`config.mk`:
```
export PLATFORM = sky130hd
export DESIGN_NAME = epoch_seconds_to_calendar
export DESIGN_NICKNAME = d
export VERILOG_FILES = /design/src/rtl/es2c_pkg.sv /design/src/rtl/es2c_alu.sv /design/src/rtl/epoch_seconds_to_calendar.sv
export SDC_FILE = /design/constraint.sdc
export NUM_CORES = 1
export LEC_CHECK = 0
export BUFFER_PORTS_ARGS = -buffer_cell sky130_fd_sc_hd__buf_2
export CORE_ASPECT_RATIO = 0.75
export CORE_MARGIN = 2
export CORE_UTILIZATION = 48
export DETAILED_ROUTE_END_ITERATION = 7
export PLACE_DENSITY = 0.71
export SYNTH_ARGS = -nofsm -noshare
export SYNTH_HDL_FRONTEND = slang
export SYNTH_HIERARCHICAL = 1
export SYNTH_SLANG_ARGS = --single-unit
```
`constraint.sdc`:
```
create_clock -name i_clk -period 23.4 [get_ports i_clk]
set_input_delay 2.34 -clock i_clk [delete_from_list [all_inputs] [get_ports i_clk]]
set_output_delay 2.34 -clock i_clk [all_outputs]
set_load 0.02 [all_outputs]
```
`src/rtl/es2c_pkg.sv`:
```
// Package for the epoch-seconds calendar decoder.
// Holds the sequencer states, calendar constants, the month table and the
// shared unit's result type. No dependencies.
package es2c_pkg;

    typedef enum logic [3:0] {
        ST_IDLE,
        ST_DAY_Q,
        ST_DAY_R,
        ST_HOUR_Q,
        ST_HOUR_R,
        ST_MIN_Q,
        ST_MIN_R,
        ST_YEAR,
        ST_WDAY_Q,
        ST_WDAY_R,
        ST_MON,
        ST_DONE
    } t_state;

    typedef struct packed {
        logic        ge;
        logic [31:0] diff;
    } t_alu_res;

    // Reciprocals for exact division by the odd part of each divisor. The
    // dividend is first shifted right by the divisor's power of two, and the
    // quotient is the product shifted right by the exponent noted beside it.
    localparam logic [25:0] DAY_RECIP  = 26'd50903317; // 2^35 / 675, rounded up
    localparam logic [25:0] HOUR_RECIP = 26'd9321;     // 2^21 / 225, rounded up
    localparam logic [25:0] MIN_RECIP  = 26'd1093;     // 2^14 / 15, rounded up
    localparam logic [25:0] WDAY_RECIP = 26'd586;      // 2^12 / 7, rounded up

    localparam logic [25:0] SECS_PER_DAY  = 26'd86400;
    localparam logic [25:0] SECS_PER_HOUR = 26'd3600;
    localparam logic [25:0] SECS_PER_MIN  = 26'd60;
    localparam logic [25:0] DAYS_PER_WEEK = 26'd7;

    localparam logic [11:0] EPOCH_YEAR = 12'd1970;
    localparam logic [1:0]  EPOCH_Y4   = 2'd2;
    localparam logic [6:0]  EPOCH_Y100 = 7'd70;
    localparam logic [8:0]  EPOCH_Y400 = 9'd370;
    // The first day of the epoch was a Thursday.
    localparam logic [2:0]  EPOCH_WDAY = 3'd4;

    localparam logic [8:0] DAYS_COMMON = 9'd365;
    localparam logic [8:0] DAYS_LEAP   = 9'd366;

    localparam logic [8:0] CUM_DAYS [0:1][0:12] = '{
        '{9'd0, 9'd31, 9'd59, 9'd90, 9'd120, 9'd151, 9'd181,
          9'd212, 9'd243, 9'd273, 9'd304, 9'd334, 9'd365},
        '{9'd0, 9'd31, 9'd60, 9'd91, 9'd121, 9'd152, 9'd182,
          9'd213, 9'd244, 9'd274, 9'd305, 9'd335, 9'd366}
    };

    function automatic logic [4:0] month_len(input logic leap, input logic [3:0] mon);
        logic [8:0] d;
        d = CUM_DAYS[leap][mon] - CUM_DAYS[leap][mon - 4'd1];
        return d[4:0];
    endfunction

endpackage

```
`src/rtl/es2c_alu.sv`:
```
// Shared subtract-and-compare unit of the calendar decoder.
// Depends on es2c_pkg for the result type.
module es2c_alu (
    input  logic [31:0]        i_a,
    input  logic [31:0]        i_b,
    output es2c_pkg::t_alu_res o_res
);
    import es2c_pkg::*;

    logic [32:0] d;

    assign d          = {1'b0, i_a} - {1'b0, i_b};
    assign o_res.ge   = ~d[32];
    assign o_res.diff = d[31:0];

endmodule

```
`src/rtl/epoch_seconds_to_calendar.sv`:
```
// Epoch seconds to Gregorian calendar decoder.
// Input channel: i_valid / o_stall with i_epoch_seconds; a transfer happens on an
// edge where i_valid is high and o_stall is low.
// Output channel: o_valid / i_stall with the calendar fields held in an output
// register; a transfer happens on an edge where o_valid is high and i_stall is low.
// One subtract-and-compare unit and one shared multiplier do all the work under a
// sequencer. Days, hours, minutes and the weekday each take a quotient state and
// a remainder state: a reciprocal multiply gives the quotient, then a subtract
// gives the remainder. The years from 1970 are walked one at a time in ST_YEAR
// and the months one at a time in ST_MON, and these walks set the latency. The
// input stalls from an input transfer until the result moves into the output
// register, so one item is in work at a time.
// A finished result moves into the output register once that register is
// free, and the input opens again in the next cycle, even while the receiver
// stalls the previous result. A stalled result holds its value.
// Reset (i_rst_n low, synchronous) returns to idle and drops o_valid.
// Depends on es2c_pkg and es2c_alu.
module epoch_seconds_to_calendar (
    input  logic        i_clk,
    input  logic        i_rst_n,
    input  logic        i_valid,
    output logic        o_stall,
    input  logic [31:0] i_epoch_seconds,
    output logic        o_valid,
    input  logic        i_stall,
    output logic [11:0] o_year,
    output logic [3:0]  o_month,
    output logic [4:0]  o_day_of_month,
    output logic [4:0]  o_hour,
    output logic [5:0]  o_minute,
    output logic [5:0]  o_second_of_minute,
    output logic [2:0]  o_weekday
);
    import es2c_pkg::*;

    t_state      r_state, n_state;
    logic [31:0] r_acc, n_acc;
    logic [15:0] r_quo, n_quo;
    logic [15:0] r_days, n_days;
    logic [11:0] r_yr, n_yr;
    logic [1:0]  r_y4, n_y4;
    logic [6:0]  r_y100, n_y100;
    logic [8:0]  r_y400, n_y400;
    logic [2:0]  r_wd, n_wd;
    logic [8:0]  r_doy, n_doy;
    logic [3:0]  r_mo, n_mo;
    logic [4:0]  r_dm, n_dm;
    logic [4:0]  r_hr, n_hr;
    logic [5:0]  r_mn, n_mn;
    logic [5:0]  r_sc, n_sc;

    logic        r_out_valid, n_out_valid;
    logic [11:0] r_o_year, n_o_year;
    logic [3:0]  r_o_month, n_o_month;
    logic [4:0]  r_o_dom, n_o_dom;
    logic [4:0]  r_o_hour, n_o_hour;
    logic [5:0]  r_o_min, n_o_min;
    logic [5:0]  r_o_sec, n_o_sec;
    logic [2:0]  r_o_wday, n_o_wday;

    t_alu_res    alu_res;
    logic [31:0] operand;
    logic        leap;
    logic [8:0]  ylen;
    logic [3:0]  wd_sum;
    logic [25:0] mul_a;
    logic [25:0] mul_b;
    logic [51:0] product;

    es2c_alu u_alu (
        .i_a   (r_acc),
        .i_b   (operand),
        .o_res (alu_res)
    );

    assign leap     = ((r_y4 == 2'd0) && (r_y100 != 7'd0)) || (r_y400 == 9'd0);
    assign ylen     = leap ? DAYS_LEAP : DAYS_COMMON;
    // Weekday advances one day per common year and two per leap year.
    assign wd_sum   = {1'b0, r_wd} + 4'd1 + {3'b000, leap};
    assign product  = mul_a * mul_b;

    // Quotient states multiply the pre-shifted dividend by a reciprocal;
    // remainder states multiply the quotient back by the divisor.
    always_comb begin
        case (r_state)
            ST_DAY_Q: begin
                mul_a = {1'b0, r_acc[31:7]};
                mul_b = DAY_RECIP;
            end
            ST_HOUR_Q: begin
                mul_a = {13'd0, r_acc[16:4]};
                mul_b = HOUR_RECIP;
            end
            ST_MIN_Q: begin
                mul_a = {16'd0, r_acc[11:2]};
                mul_b = MIN_RECIP;
            end
            ST_WDAY_Q: begin
                mul_a = {17'd0, r_acc[8:0]};
                mul_b = WDAY_RECIP;
            end
            ST_DAY_R: begin
                mul_a = {10'd0, r_quo};
                mul_b = SECS_PER_DAY;
            end
            ST_HOUR_R: begin
                mul_a = {10'd0, r_quo};
                mul_b = SECS_PER_HOUR;
            end
            ST_MIN_R: begin
                mul_a = {10'd0, r_quo};
                mul_b = SECS_PER_MIN;
            end
            ST_WDAY_R: begin
                mul_a = {10'd0, r_quo};
                mul_b = DAYS_PER_WEEK;
            end
            default: begin
                mul_a = '0;
                mul_b = '0;
            end
        endcase
    end

    always_comb begin
        case (r_state)
            ST_YEAR: operand = {23'd0, ylen};
            ST_MON:  operand = {27'd0, month_len(leap, r_mo)};
            default: operand = product[31:0];
        endcase
    end

    always_ff @(posedge i_clk) begin
        if (!i_rst_n) begin
            r_state     <= ST_IDLE;
            r_out_valid <= 1'b0;
        end else begin
            r_state     <= n_state;
            r_out_valid <= n_out_valid;
        end
    end

    always_ff @(posedge i_clk) begin
        r_acc     <= n_acc;
        r_quo     <= n_quo;
        r_days    <= n_days;
        r_yr      <= n_yr;
        r_y4      <= n_y4;
        r_y100    <= n_y100;
        r_y400    <= n_y400;
        r_wd      <= n_wd;
        r_doy     <= n_doy;
        r_mo      <= n_mo;
        r_dm      <= n_dm;
        r_hr      <= n_hr;
        r_mn      <= n_mn;
        r_sc      <= n_sc;
        r_o_year  <= n_o_year;
        r_o_month <= n_o_month;
        r_o_dom   <= n_o_dom;
        r_o_hour  <= n_o_hour;
        r_o_min   <= n_o_min;
        r_o_sec   <= n_o_sec;
        r_o_wday  <= n_o_wday;
    end

    always_comb begin
        n_state     = r_state;
        n_acc       = r_acc;
        n_quo       = r_quo;
        n_days      = r_days;
        n_yr        = r_yr;
        n_y4        = r_y4;
        n_y100      = r_y100;
        n_y400      = r_y400;
        n_wd        = r_wd;
        n_doy       = r_doy;
        n_mo        = r_mo;
        n_dm        = r_dm;
        n_hr        = r_hr;
        n_mn        = r_mn;
        n_sc        = r_sc;
        n_out_valid = r_out_valid;
        n_o_year    = r_o_year;
        n_o_month   = r_o_month;
        n_o_dom     = r_o_dom;
        n_o_hour    = r_o_hour;
        n_o_min     = r_o_min;
        n_o_sec     = r_o_sec;
        n_o_wday    = r_o_wday;

        if (r_out_valid && !i_stall) begin
            n_out_valid = 1'b0;
        end

        case (r_state)
            ST_IDLE: begin
                if (i_valid) begin
                    n_acc   = i_epoch_seconds;
                    n_state = ST_DAY_Q;
                end
            end
            ST_DAY_Q: begin
                n_quo   = product[50:35];
                n_days  = product[50:35];
                n_state = ST_DAY_R;
            end
            ST_DAY_R: begin
                n_acc   = alu_res.diff;
                n_state = ST_HOUR_Q;
            end
            ST_HOUR_Q: begin
                n_quo   = {11'd0, product[25:21]};
                n_hr    = product[25:21];
                n_state = ST_HOUR_R;
            end
            ST_HOUR_R: begin
                n_acc   = alu_res.diff;
                n_state = ST_MIN_Q;
            end
            ST_MIN_Q: begin
                n_quo   = {10'd0, product[19:14]};
                n_mn    = product[19:14];
                n_state = ST_MIN_R;
            end
            ST_MIN_R: begin
                n_sc    = alu_res.diff[5:0];
                n_acc   = {16'd0, r_days};
                n_yr    = EPOCH_YEAR;
                n_y4    = EPOCH_Y4;
                n_y100  = EPOCH_Y100;
                n_y400  = EPOCH_Y400;
                n_wd    = EPOCH_WDAY;
                n_state = ST_YEAR;
            end
            ST_YEAR: begin
                if (alu_res.ge) begin
                    n_acc  = alu_res.diff;
                    n_yr   = r_yr + 12'd1;
                    n_y4   = r_y4 + 2'd1;
                    n_y100 = (r_y100 == 7'd99) ? 7'd0 : r_y100 + 7'd1;
                    n_y400 = (r_y400 == 9'd399) ? 9'd0 : r_y400 + 9'd1;
                    n_wd   = (wd_sum >= 4'd7) ? 3'(wd_sum - 4'd7) : wd_sum[2:0];
                end else begin
                    // Remaining days are the day of the year; the weekday is
                    // the year's first weekday plus that, reduced by 7.
                    n_doy   = r_acc[8:0];
                    n_acc   = {23'd0, r_acc[8:0]} + {29'd0, r_wd};
                    n_state = ST_WDAY_Q;
                end
            end
            ST_WDAY_Q: begin
                n_quo   = {10'd0, product[17:12]};
                n_state = ST_WDAY_R;
            end
            ST_WDAY_R: begin
                n_wd    = alu_res.diff[2:0];
                n_acc   = {23'd0, r_doy};
                n_mo    = 4'd1;
                n_state = ST_MON;
            end
            ST_MON: begin
                if (alu_res.ge) begin
                    n_acc = alu_res.diff;
                    n_mo  = r_mo + 4'd1;
                end else begin
                    n_dm    = r_acc[4:0] + 5'd1;
                    n_state = ST_DONE;
                end
            end
            ST_DONE: begin
                if (!r_out_valid || !i_stall) begin
                    n_out_valid = 1'b1;
                    n_o_year    = r_yr;
                    n_o_month   = r_mo;
                    n_o_dom     = r_dm;
                    n_o_hour    = r_hr;
                    n_o_min     = r_mn;
                    n_o_sec     = r_sc;
                    n_o_wday    = r_wd;
                    n_state     = ST_IDLE;
                end
            end
            default: begin
                n_state = ST_IDLE;
            end
        endcase
    end

    assign o_stall            = (r_state != ST_IDLE);
    assign o_valid            = r_out_valid;
    assign o_year             = r_o_year;
    assign o_month            = r_o_month;
    assign o_day_of_month     = r_o_dom;
    assign o_hour             = r_o_hour;
    assign o_minute           = r_o_min;
    assign o_second_of_minute = r_o_sec;
    assign o_weekday          = r_o_wday;

endmodule

```
==> impl.org, run 1 <==
** Run status
- The flow ran to the end, but the final reports show violations.
- Failing checks :: design-rule violations

** Clocking
- TritonCTS built the clock tree.
- Source-to-sink clock delay at the later pin of the worst-skew pair :: 0.45 ns
- Maximum level of the CTS H-tree :: 4
- The cell sitting at the root of the clock tree is a sky130_fd_sc_hd__clkbuf_16.
- CTS clk-pin slew, worst paths :: 0.09 ns
- Gates resized during post-CTS repair numbered 0.
- Number of sinks on the clock net :: 178
- Buffers inserted during clock tree synthesis total 17.
- In this run the post-CTS setup repair buffer count came out at 0.
- No sink is reached through more buffers than the 2 on the longest clock path.
- The number of hold buffers added after CTS was 0.

** Worst setup path
- Crit-path most repeated cell :: sky130_fd_sc_hd__inv_1
- Cell family contributing the most delay on the critical path :: adder cells
- In this design, the stage delay of the slowest critical-path cell is 0.84 ns.
- The number of buffers and inverters on the critical path is 11.
- Along the worst path, the maximum fanout reaches 26.
- Data on the critical path arrives at its endpoint at 12.88 ns.
- Startpoint Class :: flop
- STA classifies the critical path endpoint as a flop.
- STA puts the critical path data required time at 23.56 ns.
- The slowest stage of the critical path belongs to the cell sky130_fd_sc_hd__inv_1.
- Worst setup path category :: reg -> reg

** Finish
- The final layout contains 3735 nets.
- Of the cells placed in the final design, the portion with a size suffix greater than 1 is 0.06082.
- Antenna Cells :: 0
- For this run, the share of the core covered by cells in the final layout is 0.5242.
- Synthesis-to-layout area growth :: 8.011%

** Floorplanning
- Placement Rows :: 75
- In this run the horizontal extent of the chip is 278.4 µm.
- Number of top-level design ports :: 79
- Effective utilization at floorplan :: 0.4853
- Die ar. :: 0.05839 mm²
- CORE AREA :: 0.05583 mm²
- Die height :: 209.8 µm

** Route
- Antenna viol nets, final :: 0
- In the final routed layout, each cell accounts on average for 21.75 µm.
- Via count :: 20800
- In this run, the number of DRC markers left after iteration 0 of detailed routing was 2266.
- Drt first pass iters :: 8
- Dividing the detail-routed via count by the number of cells gives 5.561.
- The routed design has 81360 µm of wire.
- After detailed routing, the number of remaining DRC violations is 5.

** Logic synthesis
- Register bit count reported by yosys :: 178
- Post-synth top area share :: 0.2940
- The share of the Yosys chip area taken by registers is 0.1954.
- Syn Area/Cell :: 9.422 µm²
- By area the synthesized netlist is led by sky130_fd_sc_hd__fa_1 29%, sky130_fd_sc_hd__edfxtp_1 19%, sky130_fd_sc_hd__ha_1 14%, sky130_fd_sc_hd__inv_1 9.0%, sky130_fd_sc_hd__nand2_1 3.7%.
- Proportion of synthesized flip-flops having asynchronous set or reset :: 0
- The cell count after synthesis came out at 2876.
- Post-synth design cell area :: 0.02710 mm²
- Ranking of synthesized cells by instance count :: 652 x sky130_fd_sc_hd__inv_1, 398 x sky130_fd_sc_hd__fa_1, 305 x sky130_fd_sc_hd__ha_1, 266 x sky130_fd_sc_hd__nand2_1, 204 x sky130_fd_sc_hd__nor2_1
- Synth Flop Type :: sky130_fd_sc_hd__edfxtp_1
- Yosys warnings :: 6
- Count of cell types in the netlist :: 91
- In the post-synthesis netlist, the cell with the most instances is sky130_fd_sc_hd__inv_1.
- The largest total area in the synthesized netlist belongs to sky130_fd_sc_hd__fa_1.
- Number of flops mapped to enable cells by yosys :: 173

** Timing
- Worst-margin pin slew :: 1.225 ns
- Setup repair after global routing missed its margin :: no
- For the final routed database, the setup TNS stands at 0 ns.
- Headroom to the max-slew limit came out at 0.1778.
- Setup violations remaining at the end of the flow were counted as 0.
- Final worst setup slack :: 10.69 ns
- The final hold violation count came to 0.
- Of the available clock period, the critical path in the final layout requires 0.5433.
- Shortest period the worst path allows :: 12.71 ns
- For this run, the top clock speed supported by timing is 78.66 MHz.
- Count of final max-slew check failures :: 0
- On the final layout, the worst hold slack is 0.4132 ns.
- Max Clock Skew :: 0.01751 ns

** Global route
- First-pass GRT wire length :: 125700 µm
- In the global route stage, overall resource usage came out at 0.2880.
- The number of global-route vias before repair came to 20720.
- Global routing finished with a remaining overflow of 0.
- The initial antenna violation count was 1.
- Maximum number of pins on one net before global-route repair :: 46

** Placement
- Weighted congestion reported at the end of routability-driven placement :: 1.071
- Post-placement worst setup slack :: 10.98 ns
- IO buf count :: 78
- Half-perimeter wire length of the detailed placement result :: 68630 µm

** Hold path
- The worst hold path belongs to the class reg -> reg.

** Flow run
- Max-cap violations in this run came to 0.
-- layout by cell type (no fill, tap or decap), types with 21 or more instances in the layout --
cell and instances:
sky130_fd_sc_hd__inv_1 652, sky130_fd_sc_hd__fa_1 398, sky130_fd_sc_hd__ha_1 305, sky130_fd_sc_hd__nand2_1 266
sky130_fd_sc_hd__nor2_1 202, sky130_fd_sc_hd__edfxtp_1 173, sky130_fd_sc_hd__a21oi_1 119, sky130_fd_sc_hd__conb_1 84
sky130_fd_sc_hd__o21ai_0 81, sky130_fd_sc_hd__buf_2 78, sky130_fd_sc_hd__xnor2_1 64, sky130_fd_sc_hd__nand3_1 59
sky130_fd_sc_hd__xor2_1 45, sky130_fd_sc_hd__a21o_1 38, sky130_fd_sc_hd__and3_1 30, sky130_fd_sc_hd__buf_4 30
sky130_fd_sc_hd__a31oi_1 27, sky130_fd_sc_hd__nand2b_1 25, sky130_fd_sc_hd__and2_1 24, sky130_fd_sc_hd__a222oi_1 21
-- area by class of cell --
cell class | instances | area [µm²]
clock buffer | 17 | 425.4
clock inverter | 15 | 220.2
fill | 5114 | 26570
inverter | 652 | 2447
multi-input combinational | 2039 | 19350
sequential | 178 | 5295
tap | 731 | 914.6
timing repair buffer | 108 | 615.6
-- registers in the layout (all words and copies together) (netlist names), 5 cells and up --
| register | flops |
|---|---|
| r_acc | 32 |
| r_days | 16 |
| r_quo | 16 |
| o_year | 12 |
| r_yr | 12 |
| r_doy | 9 |
| r_y400 | 9 |
| r_y100 | 7 |
| o_minute | 6 |
| o_second_of_minute | 6 |
| r_mn | 6 |
| r_sc | 6 |
| o_day_of_month | 5 |
| o_hour | 5 |
| r_dm | 5 |
| r_hr | 5 |
-- metal layers --
metal,global-route usage,wire (µm)
met1,0.4231,35470
met2,0.3791,30970
met3,0.1324,12800
met4,0.06785,1976
met5,0.01820,149
-- logic make-up (layout without fill, tap and decap cells) --
group,Yosys count,count (layout),synth area share
AOI/OAI and AO/OA,425,425,0.1081
DFF,178,178,0.1954
adders and majority gates,703,703,0.4349
buffers and inverters,741,792,0.1036
xor gates and xnor gates,109,109,0.03523
other,2,84,0.0002771
muxes,12,12,0.004940
and+or+nand+nor,706,706,0.1176
-- metrics by stage --
stage	cell area, µm²	cells
final	29270	3740
after global routing	29270	3740
after CTS	29270	3740
after detailed placement	28620	3708
after global placement	28620	3708
after floorplan	27410	2958
-- worst reg2reg max path, delay by kind of cell (launching register included) --
kind                     cells  cell delay, ns
XOR/XNOR                     1            0.40
flip-flops                   1            0.79
buffers and inverters       11            1.85
AND/OR/NAND/NOR              7            2.80
adder cells (fa/ha/maj)      9            4.41
AO/OA/AOI/OAI                9            2.21
-- worst paths after layout --
path / from / to / slack [ns] / cells after the start
hold / removal: r_mn[1] / o_minute[1] / 0.41 / 0
setup / recovery: r_state[0] / r_acc[26] / 10.69 / 37
hold reg to reg: r_mn[1] / o_minute[1] / 0.41 / 0
setup reg to reg: r_state[0] / r_acc[26] / 10.69 / 37
Power of run 1 is not shown: default switching activity piles up to over one toggle a cycle in this logic, so the estimate is an artifact.
==> run 2, diff against run 1 <==
Settings changed: PLACE_DENSITY 0.71 to 0.74.
Clock period 23.4 ns to 10.2 ns, I/O delays scaled along.
==> run 2 against run 1 <==
  * The flow now finishes without violations
  * Cell count increased by 3.6%
  * Critical path depth increased by 1
  * Die area unchanged
  * Global-route usage increased by 0.61 points
  * Sequential cell count unchanged
  * Sequential share of layout area decreased by 0.75 points
  * Fmax increased by 29%
  * Routed wire length increased by 5.1%
  * Critical endpoint is now r_acc[3]
==> impl.org, run 2 (synthesized netlist as in run 1, its figures left out) <==
** Run status
- Result of the run :: complete, no violations (was complete, but fails checks)

** Worst setup path
- Endpoint required time on the critical path :: 10.33 ns (was 23.56 ns)
- The dominant delay contributor by cell family on the critical path is adder cells (unchanged).
- The most prevalent standard cell on the critical path is sky130_fd_sc_hd__fa_1 (was sky130_fd_sc_hd__inv_1).
- The nature of the critical path endpoint is a flop (unchanged).
- Critical path data arrival time :: 10.01 ns (was 12.88 ns)
- Peak per-stage delay on the critical path :: 0.60 ns (was 0.84 ns)
- The buffers plus inverters on the worst setup path came to 8 (was 11).
- Worst setup path category :: reg -> reg (unchanged)
- The sort of element at the start of the critical path was a flop (unchanged).
- The biggest fanout along the worst timing path is 32 (was 26).
- Cell with the largest stage delay on the worst path :: sky130_fd_sc_hd__fa_1 (was sky130_fd_sc_hd__inv_1)

** Clocking
- Max Buffers Root-to-Sink :: 2 (unchanged)
- The clock tree from TritonCTS was yes (unchanged).
- The H-tree depth reported by CTS is 4 (unchanged).
- CTS clk-pin slew, worst paths :: 0.07 ns (was 0.09 ns)
- Number of sinks on the clock net :: 178 (unchanged)
- The number of buffers added by the clock tree synthesis step is 17 (unchanged).
- Number of buffers inserted by hold repair at cts :: 0 (unchanged)
- The clock latency at the later pin of the worst-skew pair came to 0.44 ns (was 0.45 ns).
- The buffer type at the clock tree root is sky130_fd_sc_hd__clkbuf_16 (unchanged).

** Timing
- The final hold violation count was 0 (unchanged).
- Shortest period the worst path allows :: 9.875 ns (was 12.71 ns)
- Highest achievable clock rate :: 101.3 MHz (was 78.66 MHz)
- The slew at the pin closest to its max-slew limit was 1.076 ns (was 1.225 ns).
- The final max-slew violation count was 0 (unchanged).
- Max Clock Skew :: 0.02143 ns (was 0.01751 ns)
- Final worst setup slack :: 0.3248 ns (was 10.69 ns)
- Final setup violation count :: 0 (unchanged)
- The final period utilization was 0.9682 (was 0.5433).
- The headroom to the max-slew limit came to 0.2828 (was 0.1778).

** Global route
- GR Overflow Total :: 0 (unchanged)
- Aggregate global-route resource usage :: 0.2941 (was 0.2880)
- The initial antenna violation count is 2 (was 1).
- Maximum number of pins on one net before global-route repair :: 42 (was 46)
- The number of global-route vias before repair came to 20720 (unchanged).
- First-pass GRT wire length :: 128500 µm (was 125700 µm)

** Finish
- Layout net count :: 3869 (was 3735)
- The non-filler instance count after layout came to 3875 (was 3740).
- Commonest non-fill, non-tap cells in the layout: 649 x sky130_fd_sc_hd__inv_1, 396 x sky130_fd_sc_hd__fa_1, 300 x sky130_fd_sc_hd__ha_1 (was 652 x sky130_fd_sc_hd__inv_1, 398 x sky130_fd_sc_hd__fa_1, 305 x sky130_fd_sc_hd__ha_1).
- Max reg flops :: 32 (unchanged)
- The fraction of layout instances using a drive strength above 1 is 0.1193 (was 0.06082).
- Largest registers :: r_acc: 32 flops, r_days: 16 flops, r_quo: 16 flops (unchanged)
- The area growth from synthesis to layout came to 12.82% (was 8.011%).
- Top reg by flops :: r_acc (unchanged)
- The core occupancy in the finished layout was 0.5475 (was 0.5242).
- The most common cell after layout, fill and taps aside is sky130_fd_sc_hd__inv_1 (unchanged).

** Placement
- The number of placed instances, taps included came to 3825 (was 3708).
- IO buf count :: 78 (unchanged)
- Half-perimeter wire length of the detailed placement result :: 72360 µm (was 68630 µm)
- The weighted congestion at the end of routability-driven global placement came to 1.058 (was 1.071).
- The post-place setup slack was -0.1680 ns (was 10.98 ns).

** Route
- The number of iterations in the first detailed-routing pass was 7 (was 8).
- The number of vias in the routed layout came to 21730 (was 20800).
- Residual DRC count :: 0 (was 5)
- The total length of routed wires was 85530 µm (was 81360 µm).
- The vias per cell is 5.607 (was 5.561).
- First-iteration detailed-routing DRC count :: 2799 (was 2266)
- Antenna viol nets, final :: 0 (unchanged)
- The average wire length per cell after detail routing was 22.07 µm (was 21.75 µm).

** Floorplanning
- Effective utilization at floorplan :: 0.4853 (unchanged)
- Die height :: 209.8 µm (unchanged)
- The die extent in x was 278.4 µm (unchanged).
- The area of the core was 0.05583 mm² (unchanged).
- Number of top-level design ports :: 79 (unchanged)
- Placement Rows :: 75 (unchanged)
- The die area was 0.05839 mm² (unchanged).

** Flow run
- Number of maximum-capacitance violations :: 0 (unchanged)

** Hold path
- The worst hold-check path type is reg -> reg (unchanged).
run 2: cell count changes in the layout (fill, tap and decap cells not counted), sizes merged:
cell	before	now
inv	661	657
clkinv	6	9
o31ai	6	7
diode	0	1
buf	108	241
clkinvlp	0	1
run 2: metrics by stage:
step,area [µm²],hold WS [ns],setup TNS (ns)
after global placement,29560,0.4012,-25.02
after global routing,30570,0.4279,-0.02355
final,30570,0.4204,0
after floorplan,27430,0.4003,0
after detailed placement,29570,0.4054,-5.923
after CTS,30200,0.4233,0
run 2: final timing paths:
check        startpoint                    end  slack (ns)  cells past startpoint
min reg2reg     r_sc[1]  o_second_of_minute[1]        0.42                      0
min             r_sc[1]  o_second_of_minute[1]        0.42                      0
max reg2reg  r_state[3]               r_acc[3]        0.32                     38
max          r_state[3]               r_acc[3]        0.32                     38
run 2: cell type report:
cell class / instances / area (µm²)
timing repair buffer: 241 / 1672
clock inverter: 15 / 187.7
antenna: 1 / 2.502
tap: 731 / 914.6
sequential: 178 / 5303
fill: 4968 / 25260
inverter: 652 / 2447
multi-input combinational: 2040 / 19620
clock buffer: 17 / 425.4
run 2: what timing repair did:
item,CTS,global route
setup endpoints to repair,52,119
gates cloned,0,1
gates resized for setup,5,71
setup buffers,1,15
pin swaps,2,14
run 2: layer usage:
metal / GRT usage / routed length [µm] / share of wire
met5: 0 / 0 / 0
met4: 0.04007 / 1075 / 0.013
met3: 0.09819 / 13270 / 0.16
met2: 0.3902 / 32900 / 0.38
met1: 0.4669 / 38290 / 0.45
Power of run 2 is left out for the same reason.
